File: config.mk
export PLATFORM = sky130hd
export DESIGN_NAME = ts_packetizer_core
export DESIGN_NICKNAME = d
export VERILOG_FILES = /design/src/rtl/core/tsp_pkg.sv /design/src/rtl/core/ts_packetizer_core.sv /design/src/rtl/core/tsp_cfg.sv /design/src/rtl/core/tsp_store.sv /design/src/rtl/core/tsp_framer.sv
export SDC_FILE = /design/constraint.sdc
export NUM_CORES = 1
export LEC_CHECK = 0
export BUFFER_PORTS_ARGS = -buffer_cell sky130_fd_sc_hd__buf_2
export CAP_MARGIN = 5
export CORE_ASPECT_RATIO = 0.6
export CORE_MARGIN = 2
export CORE_UTILIZATION = 55
export DETAILED_ROUTE_END_ITERATION = 10
export PLACE_DENSITY = 0.71
export SLEW_MARGIN = 20
export SYNTH_ARGS = -nofsm -noshare
export SYNTH_HDL_FRONTEND = slang
export SYNTH_SLANG_ARGS = --single-unit
File: constraint.sdc
create_clock -name clk -period 5.5 [get_ports clk]
set_input_delay 0 -clock clk [delete_from_list [all_inputs] [get_ports clk]]
set_output_delay 0 -clock clk [all_outputs]
set_load 0.05 [all_outputs]
File: src/rtl/core/tsp_pkg.sv
// Shared constants and types of the transport stream packetizer.
// No dependencies; every other file of the block refers to it by scoped names.
package tsp_pkg;

    // Packet geometry
    localparam int PAYLOAD_BYTES   = 184;
    localparam int HDR_BYTES       = 4;
    localparam int TS_BYTES        = PAYLOAD_BYTES + HDR_BYTES;
    localparam int WORD_BYTES      = 8;
    localparam int LAST_WORD_BYTES = TS_BYTES % WORD_BYTES;

    localparam int FILL_W  = 8;
    localparam int POS_W   = 8;
    localparam int LANE_W  = 3;
    localparam int CNT_W   = 4;
    localparam int PID_W   = 13;
    localparam int CC_W    = 4;

    localparam logic [POS_W-1:0]  LAST_POS     = POS_W'(TS_BYTES - 1);
    localparam logic [POS_W-1:0]  HDR_LEN      = POS_W'(HDR_BYTES);
    localparam logic [POS_W-1:0]  TS_LEN       = POS_W'(TS_BYTES);
    localparam logic [FILL_W-1:0] FULL_FILL    = FILL_W'(PAYLOAD_BYTES);
    localparam logic [FILL_W-1:0] SPLIT_FILL   = FILL_W'(PAYLOAD_BYTES - 1);
    localparam logic [FILL_W-1:0] SPLIT_FIRST  = FILL_W'(PAYLOAD_BYTES - 2);
    localparam logic [CNT_W-1:0]  FULL_COUNT   = CNT_W'(WORD_BYTES);
    localparam logic [CNT_W-1:0]  TAIL_COUNT   = CNT_W'(LAST_WORD_BYTES);

    // Header and adaptation field bytes
    localparam logic [7:0] SYNC_BYTE     = 8'h47;
    localparam logic [7:0] START_FLAG    = 8'h40;
    localparam logic [7:0] CTRL_AF_PL    = 8'h30;
    localparam logic [7:0] CTRL_PL       = 8'h10;
    localparam logic [7:0] PID_HI_MASK   = 8'h1F;
    localparam logic [7:0] AF_FLAGS      = 8'h00;
    localparam logic [7:0] STUFF_BYTE    = 8'hFF;

    // Byte positions inside the header and adaptation field
    localparam logic [POS_W-1:0] POS_SYNC    = POS_W'(0);
    localparam logic [POS_W-1:0] POS_PID_HI  = POS_W'(1);
    localparam logic [POS_W-1:0] POS_PID_LO  = POS_W'(2);
    localparam logic [POS_W-1:0] POS_CTRL    = POS_W'(3);
    localparam logic [POS_W-1:0] POS_AF_LEN  = POS_W'(4);
    localparam logic [POS_W-1:0] POS_AF_FLAG = POS_W'(5);
    localparam logic [POS_W-1:0] AF_LEN_BIAS = POS_W'(HDR_BYTES + 1);

    // Register map
    localparam int ADDR_W  = 3;
    localparam int DATA_W  = 32;
    localparam logic [ADDR_W-3:0] REG_STREAM_PID = '0;
    localparam logic [PID_W-1:0]  PID_RESET      = PID_W'(256);

    // Packet request from the input side to the framer
    typedef struct packed {
        logic              start;
        logic [FILL_W-1:0] count;
        logic              ends_unit;
        logic              split;
    } tsp_job_t;

    // Framer status back to the input side
    typedef struct packed {
        logic active;
        logic done;
    } tsp_stat_t;

endpackage

File: src/rtl/core/ts_packetizer_core.sv
// Transport stream packetizer. Input bytes are taken at one per cycle into a
// 184-byte payload memory. When the memory fills, or a byte marked unit_last
// arrives, the byte channel stalls while the framer walks the packet, one byte
// position per cycle unless the output stalls, reading payload bytes from the
// memory's single read port; a 183-byte tail goes out as two packets. Each word
// passes from the issue stage through the byte stage to the output register.
// Output stall freezes the framer. The stream PID is register 0
// (byte address 0) on the APB port.
module ts_packetizer_core
(
    input  logic                          clk,
    input  logic                          rst_n,
    // Configuration
    input  logic                          psel,
    input  logic                          penable,
    input  logic                          pwrite,
    input  logic [tsp_pkg::ADDR_W-1:0]    paddr,
    input  logic [tsp_pkg::DATA_W-1:0]    pwdata,
    output logic [tsp_pkg::DATA_W-1:0]    prdata,
    output logic                          pready,
    // PES byte channel
    input  logic                          byte_valid,
    output logic                          byte_stall,
    input  logic [7:0]                    data_byte,
    input  logic                          unit_last,
    // Packet word channel
    output logic                          word_valid,
    input  logic                          word_stall,
    output logic [63:0]                   packet_word,
    output logic [tsp_pkg::CNT_W-1:0]     valid_bytes,
    output logic                          packet_end,
    output logic                          unit_end
);

    logic [tsp_pkg::PID_W-1:0]    stream_pid;
    logic [tsp_pkg::FILL_W-1:0]   fill_reg,  fill_next;
    logic                         busy_reg,  busy_next;
    logic [tsp_pkg::FILL_W-1:0]   fill_plus;
    logic                         accept;
    logic                         full;
    logic                         trigger;
    tsp_pkg::tsp_job_t            job;
    tsp_pkg::tsp_stat_t           stat;
    logic                         rd_en;
    logic [tsp_pkg::FILL_W-1:0]   rd_addr;
    logic [7:0]                   rd_data;

    tsp_cfg u_cfg
    (
        .clk        (clk),
        .rst_n      (rst_n),
        .psel       (psel),
        .penable    (penable),
        .pwrite     (pwrite),
        .paddr      (paddr),
        .pwdata     (pwdata),
        .prdata     (prdata),
        .pready     (pready),
        .stream_pid (stream_pid)
    );

    assign accept    = byte_valid && !byte_stall;
    assign fill_plus = fill_reg + 1'b1;
    assign full      = (fill_plus == tsp_pkg::FULL_FILL);
    assign trigger   = full || unit_last;

    always_comb
    begin
        job.start     = accept && trigger;
        job.ends_unit = unit_last;
        job.split     = !full && unit_last && (fill_plus == tsp_pkg::SPLIT_FILL);
        job.count     = job.split ? tsp_pkg::SPLIT_FIRST : fill_plus;
    end

    always_comb
    begin
        fill_next = fill_reg;
        busy_next = busy_reg;
        if (accept)
        begin
            fill_next = trigger ? '0 : fill_plus;
            busy_next = trigger;
        end
        else if (stat.done)
        begin
            busy_next = 1'b0;
        end
    end

    always_ff @(posedge clk or negedge rst_n)
    begin
        if (!rst_n)
        begin
            fill_reg <= '0;
            busy_reg <= 1'b0;
        end
        else
        begin
            fill_reg <= fill_next;
            busy_reg <= busy_next;
        end
    end

    // Hold the byte channel while a packet is being framed
    assign byte_stall = busy_reg;

    tsp_store u_store
    (
        .clk     (clk),
        .wr_en   (accept),
        .wr_addr (fill_reg),
        .wr_data (data_byte),
        .rd_en   (rd_en),
        .rd_addr (rd_addr),
        .rd_data (rd_data)
    );

    tsp_framer u_framer
    (
        .clk         (clk),
        .rst_n       (rst_n),
        .job         (job),
        .stat        (stat),
        .stream_pid  (stream_pid),
        .rd_en       (rd_en),
        .rd_addr     (rd_addr),
        .rd_data     (rd_data),
        .word_valid  (word_valid),
        .word_stall  (word_stall),
        .packet_word (packet_word),
        .valid_bytes (valid_bytes),
        .packet_end  (packet_end),
        .unit_end    (unit_end)
    );

`ifndef ASSERT_OFF
    a_fill_range : assert property (@(posedge clk) disable iff (!rst_n)
        fill_reg < tsp_pkg::FULL_FILL)
        else $error("fill count beyond payload size");

    a_framer_busy : assert property (@(posedge clk) disable iff (!rst_n)
        stat.active |-> busy_reg)
        else $error("framer active while byte channel open");

    a_last_stalls : assert property (@(posedge clk) disable iff (!rst_n)
        (accept && unit_last) |=> byte_stall)
        else $error("unit end did not start a packet");

    a_end_count : assert property (@(posedge clk) disable iff (!rst_n)
        (word_valid && packet_end) |-> (valid_bytes == tsp_pkg::TAIL_COUNT))
        else $error("packet end word with wrong byte count");
`endif

endmodule

File: src/rtl/core/tsp_cfg.sv
// APB register file of the packetizer: holds the stream PID.
// Depends on tsp_pkg for the register map and reset value.
module tsp_cfg
(
    input  logic                         clk,
    input  logic                         rst_n,
    input  logic                         psel,
    input  logic                         penable,
    input  logic                         pwrite,
    input  logic [tsp_pkg::ADDR_W-1:0]   paddr,
    input  logic [tsp_pkg::DATA_W-1:0]   pwdata,
    output logic [tsp_pkg::DATA_W-1:0]   prdata,
    output logic                         pready,
    output logic [tsp_pkg::PID_W-1:0]    stream_pid
);

    logic [tsp_pkg::PID_W-1:0]    pid_reg;
    logic [tsp_pkg::PID_W-1:0]    pid_next;
    logic [tsp_pkg::ADDR_W-3:0]   reg_idx;
    logic                         wr_en;

    assign reg_idx = paddr[tsp_pkg::ADDR_W-1:2];
    assign wr_en   = psel && penable && pwrite;
    assign pready  = 1'b1;

    always_comb
    begin
        pid_next = pid_reg;
        if (wr_en && (reg_idx == tsp_pkg::REG_STREAM_PID))
        begin
            pid_next = pwdata[tsp_pkg::PID_W-1:0];
        end
    end

    always_comb
    begin
        prdata = '0;
        if (reg_idx == tsp_pkg::REG_STREAM_PID)
        begin
            prdata = tsp_pkg::DATA_W'(pid_reg);
        end
    end

    always_ff @(posedge clk or negedge rst_n)
    begin
        if (!rst_n)
        begin
            pid_reg <= tsp_pkg::PID_RESET;
        end
        else
        begin
            pid_reg <= pid_next;
        end
    end

    assign stream_pid = pid_reg;

endmodule

File: src/rtl/core/tsp_store.sv
// Payload store: one byte-wide synchronous memory, one write and one read port.
// Read data is registered and holds while the read enable is low. Uses tsp_pkg.
module tsp_store
(
    input  logic                          clk,
    input  logic                          wr_en,
    input  logic [tsp_pkg::FILL_W-1:0]    wr_addr,
    input  logic [7:0]                    wr_data,
    input  logic                          rd_en,
    input  logic [tsp_pkg::FILL_W-1:0]    rd_addr,
    output logic [7:0]                    rd_data
);

    logic [7:0] mem [tsp_pkg::PAYLOAD_BYTES];
    logic [7:0] rd_data_reg;

    always_ff @(posedge clk)
    begin
        if (wr_en)
        begin
            mem[wr_addr] <= wr_data;
        end
    end

    always_ff @(posedge clk)
    begin
        if (rd_en)
        begin
            rd_data_reg <= mem[rd_addr];
        end
    end

    assign rd_data = rd_data_reg;

endmodule

File: src/rtl/core/tsp_framer.sv
// Packet framer: walks the 188 byte positions of a packet, reads payload from
// the store, merges header and adaptation bytes, and packs 64-bit words.
// Depends on tsp_pkg; reads the store through its registered read port.
module tsp_framer
(
    input  logic                          clk,
    input  logic                          rst_n,
    input  tsp_pkg::tsp_job_t             job,
    output tsp_pkg::tsp_stat_t            stat,
    input  logic [tsp_pkg::PID_W-1:0]     stream_pid,
    output logic                          rd_en,
    output logic [tsp_pkg::FILL_W-1:0]    rd_addr,
    input  logic [7:0]                    rd_data,
    output logic                          word_valid,
    input  logic                          word_stall,
    output logic [63:0]                   packet_word,
    output logic [tsp_pkg::CNT_W-1:0]     valid_bytes,
    output logic                          packet_end,
    output logic                          unit_end
);

    // Issue stage
    logic                          active_reg,  active_next;
    logic                          split_reg,   split_next;
    logic                          ends_reg,    ends_next;
    logic                          spend_reg,   spend_next;
    logic [tsp_pkg::CC_W-1:0]      cc_reg,      cc_next;
    logic [tsp_pkg::POS_W-1:0]     pos_reg,     pos_next;
    logic [tsp_pkg::POS_W-1:0]     dstart_reg,  dstart_next;
    logic [tsp_pkg::FILL_W-1:0]    src_reg,     src_next;

    // Byte stage
    logic                          bv_reg,      bv_next;
    logic                          bmem_reg;
    logic                          blast_reg;
    logic                          bends_reg;
    logic [7:0]                    bconst_reg;

    // Word assembly and output register
    logic [tsp_pkg::LANE_W-1:0]    lane_reg,    lane_next;
    logic [63:0]                   acc_reg;
    logic [63:0]                   acc_next;
    logic                          ov_reg,      ov_next;
    logic [63:0]                   oword_reg;
    logic [tsp_pkg::CNT_W-1:0]     ocnt_reg;
    logic                          opend_reg;
    logic                          ouend_reg;

    logic                          advance;
    logic                          issue;
    logic                          pkt_last;
    logic                          adapt;
    logic                          use_mem;
    logic [7:0]                    hdr_byte;
    logic [7:0]                    cur_byte;
    logic                          take;
    logic                          word_done;
    logic                          done_pulse;

    // The whole pipeline freezes while a finished word waits on the output
    assign advance  = !(ov_reg && word_stall);
    assign issue    = advance && active_reg;
    assign pkt_last = (pos_reg == tsp_pkg::LAST_POS);
    assign adapt    = (dstart_reg != tsp_pkg::HDR_LEN);
    assign use_mem  = (pos_reg >= dstart_reg);

    assign rd_en    = issue && use_mem;
    assign rd_addr  = pos_reg - dstart_reg + src_reg;

    // Header, adaptation field and stuffing bytes
    always_comb
    begin
        hdr_byte = tsp_pkg::STUFF_BYTE;
        if (pos_reg == tsp_pkg::POS_SYNC)
        begin
            hdr_byte = tsp_pkg::SYNC_BYTE;
        end
        else if (pos_reg == tsp_pkg::POS_PID_HI)
        begin
            hdr_byte = (spend_reg ? tsp_pkg::START_FLAG : 8'h00)
                     | (8'(stream_pid >> 8) & tsp_pkg::PID_HI_MASK);
        end
        else if (pos_reg == tsp_pkg::POS_PID_LO)
        begin
            hdr_byte = stream_pid[7:0];
        end
        else if (pos_reg == tsp_pkg::POS_CTRL)
        begin
            hdr_byte = (adapt ? tsp_pkg::CTRL_AF_PL : tsp_pkg::CTRL_PL) | 8'(cc_reg);
        end
        else if (adapt && (pos_reg == tsp_pkg::POS_AF_LEN))
        begin
            hdr_byte = dstart_reg - tsp_pkg::AF_LEN_BIAS;
        end
        else if (adapt && (pos_reg == tsp_pkg::POS_AF_FLAG))
        begin
            hdr_byte = tsp_pkg::AF_FLAGS;
        end
    end

    // Packet sequencing
    always_comb
    begin
        active_next = active_reg;
        split_next  = split_reg;
        ends_next   = ends_reg;
        spend_next  = spend_reg;
        cc_next     = cc_reg;
        pos_next    = pos_reg;
        dstart_next = dstart_reg;
        src_next    = src_reg;
        done_pulse  = 1'b0;
        if (job.start)
        begin
            active_next = 1'b1;
            split_next  = job.split;
            ends_next   = job.ends_unit && !job.split;
            pos_next    = '0;
            dstart_next = tsp_pkg::TS_LEN - job.count;
            src_next    = '0;
        end
        else if (issue)
        begin
            pos_next = pos_reg + 1'b1;
            if (pkt_last)
            begin
                cc_next    = cc_reg + 1'b1;
                spend_next = ends_reg;
                pos_next   = '0;
                if (split_reg)
                begin
                    // Second packet of a split tail: the single last byte
                    split_next  = 1'b0;
                    ends_next   = 1'b1;
                    dstart_next = tsp_pkg::LAST_POS;
                    src_next    = tsp_pkg::SPLIT_FIRST;
                end
                else
                begin
                    active_next = 1'b0;
                    done_pulse  = 1'b1;
                end
            end
        end
    end

    assign stat.active = active_reg;
    assign stat.done   = done_pulse;

    assign bv_next  = advance ? active_reg : bv_reg;
    assign cur_byte = bmem_reg ? rd_data : bconst_reg;
    assign take     = advance && bv_reg;
    assign word_done = take && ((lane_reg == '1) || blast_reg);

    // Place the byte in its lane; a fresh word starts from zero
    always_comb
    begin
        acc_next = (lane_reg == '0) ? 64'h0 : acc_reg;
        acc_next[63 - 8*lane_reg -: 8] = cur_byte;
    end

    always_comb
    begin
        lane_next = lane_reg;
        if (take)
        begin
            lane_next = blast_reg ? '0 : lane_reg + 1'b1;
        end
    end

    assign ov_next = advance ? word_done : ov_reg;

    always_ff @(posedge clk or negedge rst_n)
    begin
        if (!rst_n)
        begin
            active_reg <= 1'b0;
            split_reg  <= 1'b0;
            ends_reg   <= 1'b0;
            spend_reg  <= 1'b1;
            cc_reg     <= '0;
            pos_reg    <= '0;
            bv_reg     <= 1'b0;
            lane_reg   <= '0;
            ov_reg     <= 1'b0;
        end
        else
        begin
            active_reg <= active_next;
            split_reg  <= split_next;
            ends_reg   <= ends_next;
            spend_reg  <= spend_next;
            cc_reg     <= cc_next;
            pos_reg    <= pos_next;
            bv_reg     <= bv_next;
            lane_reg   <= lane_next;
            ov_reg     <= ov_next;
        end
    end

    always_ff @(posedge clk)
    begin
        dstart_reg <= dstart_next;
        src_reg    <= src_next;
        if (issue)
        begin
            bmem_reg   <= use_mem;
            blast_reg  <= pkt_last;
            bends_reg  <= ends_reg;
            bconst_reg <= hdr_byte;
        end
        if (take)
        begin
            acc_reg <= acc_next;
        end
        if (word_done)
        begin
            oword_reg <= acc_next;
            ocnt_reg  <= blast_reg ? tsp_pkg::TAIL_COUNT : tsp_pkg::FULL_COUNT;
            opend_reg <= blast_reg;
            ouend_reg <= blast_reg && bends_reg;
        end
    end

    assign word_valid  = ov_reg;
    assign packet_word = oword_reg;
    assign valid_bytes = ocnt_reg;
    assign packet_end  = opend_reg;
    assign unit_end    = ouend_reg;

endmodule
# After elaboration in Yosys (flattened, before gate mapping)
# Memories as Yosys holds them, arrays and structs flattened. A register that Yosys moved wholly into a read port is not among the register bits.
# Cells that the tools add are included.
# W data, S select, Z words.
[op_classes] add_sub_neg=10 multipliers=0 div=0 order_cmp=1 eq_ne=11 shift=2 muxes=41 bitwise=4 n_reduce_logical=33
[op_table] op="$mux W8" count=15
[op_table] op="$shift A8 B34 Y71 const A" count=1
[op_table] op="$shiftx A8 B34 Y71" count=1
[op_table] op="$bwmux W64" count=1
[op_table] op="$mux W64" count=1
[op_table] op="$neg A32 Y34" count=1
[op_table] op="$eq A8 B8 Y1 const B" count=3
[op_table] op="$mux W1" count=19
[op_table] op="$add A8 B1 Y8 const B" count=2
[op_table] op="$eq A8 B2 Y1 const B" count=2
[op_table] op="$eq A8 B3 Y1 const B" count=2
[op_table] op="$logic_and A1 B1 Y1" count=16
[op_table] op="$mux W13" count=1
[op_table] op="$reduce_and A3 Y1" count=4
[op_table] op="$add A8 B8 Y8" count=1
[op_table] op="$eq A8 B1 Y1 const B" count=1
[op_table] op="$ge A8 B8 Y1" count=1
[op_table] op="$logic_not A8 Y1" count=1
[op_table] op="$ne A8 B3 Y1 const B" count=1
[op_table] op="$or A8 B4 Y8" count=1
[op_table] op="$or A8 B5 Y8" count=1
[op_table] op="$reduce_bool A2 Y1" count=4
[op_table] op="$sub A8 B3 Y8 const B" count=1
[op_table] op="$sub A8 B8 Y8" count=1
[op_table] op="15 further kinds" count=20
[word_totals] register_bits=197 latch_bits=0 ramBits=1472 romBits=0 inputBits=51 output_inout_bits=105 memories=1
[memory_table] memory="u_store.mem" words=184 word_bits=8 read_ports=1 rd_ports_with_merged_regs=1 write_ports=1 line="tsp_store.sv:14" source="logic [7:0] mem [tsp_pkg::PAYLOAD_BYTES];"

# Depth between registers and ports, before layout
[logic_depth] word_depth=8 ltp_mapped=16 ltp_nobuf=13

# By module
# Synthesis repeated with hierarchy kept, for this count alone.
[unflattened] hier_cells=3254 area_unflattened_um2=66383.7
[modules_own_cells] mod="tsp_store" n_inst=1 cells_each=2509 area_per_inst_um2=57109.8 seq_area_each_um2=44442.6
[modules_own_cells] mod="tsp_framer" n_inst=1 cells_each=595 area_per_inst_um2=7793.7 seq_area_each_um2=5051.1
[modules_own_cells] mod="tsp_cfg" n_inst=1 cells_each=64 area_per_inst_um2=792.0 seq_area_each_um2=326.6
[modules_own_cells] mod="ts_packetizer_core" n_inst=1 cells_each=86 area_per_inst_um2=688.2 seq_area_each_um2=225.2

# Worst setup path before layout
# No wires, ideal clock.
[synth_path] path_kind="reg2reg" from="register u_framer.lane_reg[0] (netlist name)" to="register u_framer.oword_reg[0], in the netlist u_framer.packet_word[0] (enable)" setup_time_ns=0.493 arrival_time_ns=3.665 t_required_ns=5.007 slack_ns=1.341 path_stages_with_launch=5 path_buffers=0 synth_period_minus_slack_ns=4.159 path_cell_list="dfrtp_1 ha_1 ha_1 nor2_1 nor2_1"
[synth_via] elab_chain_cells=3
[synth_rtl] item="start: declaration" line="tsp_framer.sv:40" source="logic [tsp_pkg::LANE_W-1:0] lane_reg, lane_next;"
[synth_rtl] item="start signal: assignment" line="tsp_framer.sv:196" source="lane_reg <= lane_next;"
[synth_rtl] item="$eq A3 B3 Y1" line="tsp_framer.sv:153" source="assign word_done = take && ((lane_reg == '1) || blast_reg);"
[synth_rtl] item="$logic_or A1 B1 Y1" line="tsp_framer.sv:153"
[synth_rtl] item="$logic_and A1 B1 Y1" line="tsp_framer.sv:153"
[synth_rtl] item="via u_framer.word_done" line="tsp_framer.sv:57" source="logic word_done;"
[synth_rtl] item="end signal: assignment" line="tsp_framer.sv:218" source="oword_reg <= acc_next;"
[synth_rtl] item="end: declaration" line="tsp_framer.sv:44" source="logic [63:0] oword_reg;"
# The timed path passes the listed nets, and every way through them passes these cells.
# A chain may end at the register's enable or synchronous reset.

# Worst setup path after layout
[layout_path] from="register u_framer.src_reg[1] (netlist name)" to="register u_store.rd_data_reg[2], in the netlist u_store.rd_data[2] (read register of u_store.mem) (data pin)"
[layout_via] elab_chain_cells=1
[layout_rtl] item="$add A8 B8 Y8" line="tsp_framer.sv:68" source="assign rd_addr = pos_reg - dstart_reg + src_reg;"
[layout_rtl] item="end: declaration" line="tsp_store.sv:15" source="logic [7:0] rd_data_reg;"
# Every way passes these cells.

==> reports/summary.txt <==
=======================================================================================
Status                                                                     finished, final reports clean
Total power of the final layout                                                 40.3 mW
Max-slew violation count                                                              0
Initial core utilization                                                          55.7%
Largest fanout of any net on the critical path                                       55
CTS sink count                                                                    1,674
Startpoint types                                                              flip-flop
Total number of vias                                                             34,000
Post-synthesis async set-or-reset flop share                                      2.57%
Ports placed on the boundary                                                        156
Tightest Hold Check Type                                                      in -> reg
Endpoints failing setup                                                               0
Die width                                                                        453 um
Die Span Y                                                                       273 um
Number of global-route vias before repair                                        33,400
Post-synthesis cell count                                                         3,237
Synthesis-stage register bit count                                                1,674
WL/cell                                                                         30.9 um
Cts bufs inserted                                                                   144
Slew at the pin with the worst max-slew slack                                   1150 ps
Sequential-to-total area share from yosys stat                                    75.2%
Wire length of the first global-routing pass                                 233,000 um
Maximum VDD drop                                                                 544 uV
Leakage power total                                                             23.9 nW
TritonCTS clock tree                                                               done
Cell with the largest stage delay on the worst path                                fa_4
Max transition margin                                                             22.9%
Commonest non-fill, non-tap cell in the layout                                 edfxtp_1
Overall track demand over capacity in global routing                              26.1%
Critical path class                                                          reg -> reg
Total of cells resized after clock tree synthesis                                     0
Floorplan core area                                                          0.120 mm^2
Layout cell share with drive strength beyond 1                                    24.8%
Hold_sp                                                                      word_stall
Growth of design area from synthesis to finish                                    11.6%
Maximum capacitance violations                                                        0
Later-pin clock latency in the skew report                                       780 ps
CP Capture Type                                                               flip-flop
Synthesized area divided by synthesized cell count                            20.6 um^2
Number of optimization iterations in the first detailed-route pass                    8
Ratio of final minimum period to clock period                                     91.3%
Total count of hold-check failures in the final report                                0
Final setup skew                                                                27.6 ps
Standard-cell rows                                                                   98
Critical Path Most Common Cell                                                    inv_1
Antenna Cells                                                                         0
FF-to-FF Start                                                             u_framer.src_reg[1]$_SDFFE_PN0P_
Worst Path Required                                                             6010 ps
Post-Synthesis Cell Area                                                    0.0665 mm^2
Count of different cell masters after synthesis                                      67
Number of levels in the clock H-tree                                                  4
CP cell instances                                                          inv_1, fa_1, inv_1, ha_4, inv_1, fa_4, buf_12, buf_12, mux4_2, mux2i_1, nor3_1, or4_1
Number of nets still failing antenna checks after routing                             0
Vias per std cell                                                                  6.58
Worst Setup SP                                                             u_framer.src_reg[1]$_SDFFE_PN0P_
Input/output buffers                                                                112
Longest individual stage delay on the worst path                                1270 ps
Antenna violations before repair                                                      6
Crit path arrival time                                                          5540 ps
Clock tree root buffer cell                                                   clkbuf_16
HPWL after detailed placement                                                100,000 um
Commonest cells after routing, fill and taps aside                         edfxtp_1 (1,630), mux4_2 (425), nor2_1 (239), clkbuf_16 (148), buf_2 (104)
Routed Wire Length                                                           160,000 um
Maximum clock path buffer count                                                       3
Min Clock Period, post-route                                                    5020 ps
Unrepaired setup endpoints after global routing                                      no
Post-synth EDFFs                                                                  1,630
Total of fill cells in the finished design                                        7,932
DRC violation count after routing                                                     0
Maximum number of pins on one net before global-route repair                        125
Net count of the finished layout                                                  3,550
Total power divided by cell area                                            543 mW/mm^2
Aggregate negative setup slack                                                     0 ps
Final GP Congestion                                                               0.916
Final global-route overflow total                                                     0
Number of flip-flops under the largest register name                              1,472
Number of violations reported at the end of detailed-routing iteration 0          5,669
Clock transition at the registers of the reported paths                           70 ps
Number of synthesis warnings                                                          0
Highest clock frequency the design can meet                                     199 MHz
Prevailing post-synth register cell                                            edfxtp_1
DIE AREA                                                                     0.124 mm^2
=======================================================================================
==> layout make-up <==
cell class	instances	area [um^2]	area share (%)
well taps	1600	2000	2.70
clock inverters	73	767	1.03
multi-input cells	1351	15500	20.8
inverters	46	173	0.233
repair buffers	244	1920	2.59
clock buffers	184	3870	5.21
flip-flops and latches	1674	50000	67.4
==> path summary, 6_finish.rpt <==
path                                                          to  slack [ps]  cells past startpoint
worst max-delay path                u_store.rd_data[2]$_DFFE_PP_         480                     12
worst min-delay path             u_framer.word_valid$_DFFE_PN0N_          60                      4
worst max register to register      u_store.rd_data[2]$_DFFE_PP_         480                     12
worst min register to register    u_framer.cc_reg[3]$_DFFE_PN0P_         490                      1
max in group asynchronous        u_framer.pos_reg[4]$_DFFE_PN0P_        3370                      4
min in group asynchronous       u_cfg.stream_pid[12]$_DFFE_PN0P_         450                      3
==> where the power goes <==
group	switching, mW	leakage, nW	internal [mW]
clock network	4.48	2.27	5.65
logic	8.66	6.33	6.40
registers	0.281	15.3	14.8
total	13.4	23.9	26.9
==> kinds of logic (layout without fill, tap and decap cells) <==
kind of cell,after synthesis,after routing,synth area share (%)
AOI/OAI and AO/OA,220,220,2.32
xor gates and xnor gates,31,31,0.408
adders and majority gates,38,38,0.771
buffers and inverters,232,547,1.80
DFF,1674,1674,75.2
muxes,529,529,16.0
other,2,22,0.0113
and+or+nand+nor,511,511,3.47
==> worst max-delay path, delay by kind of cell (launching register included) <==
kind,cells,cell delay (ps)
flops,1,380
mux,2,900
buf+inv,5,900
fa+ha+maj,3,1890
simple gates,2,630
==> per-layer routing <==
| layer | vias to the layer above | track usage, % | share of wire (%) |
|---|---|---|---|
| met1 | 17900 | 41.0 | 41 |
| met4 | 0 | 5.95 | 1.9 |
| met3 | 232 | 6.94 | 13 |
| met2 | 2171 | 36.8 | 44 |
| met5 | - | 0 | 0 |
| li1 | 13700 | - | - |
==> synthesized netlist by cell type, types with 35 or more instances <==
cell | count | area share (%)
buf_2 | 35 | 0.26
buf_4 | 45 | 0.51
clkbuf_1 | 83 | 0.47
dfrtp_1 | 41 | 1.5
edfxtp_1 | 1630 | 74
inv_1 | 44 | 0.25
mux2i_1 | 80 | 1.2
mux4_2 | 425 | 14
nand2_1 | 91 | 0.51
nand3_1 | 45 | 0.34
nor2_1 | 243 | 1.4
nor2b_1 | 41 | 0.39
o21ai_0 | 49 | 0.37
==> metrics by stage <==
stage | hold WS, ps | util [%] | setup WS [ps] | std cells | cell area (um^2)
2_1_floorplan | -296 | - | 1340 | 3257 | 66600
3_3_place_gp | 213 | 57.8 | 465 | 4875 | 69200
3_5_place_dp | 239 | 57.8 | 464 | 4875 | 69200
4_1_cts | 1.74 | 62.1 | 448 | 5171 | 74200
5_1_grt | 44.9 | 62.1 | 307 | 5172 | 74200
6_report | 63.2 | 62.1 | 476 | 5172 | 74200
==> repair_timing <==
item,4_1_cts,5_1_grt
endpoints found under the setup margin,0,0
setup buffers,0,0
hold endpoints to repair,851,0
hold buffers,39,0
(Power assumes the default switching activity.)
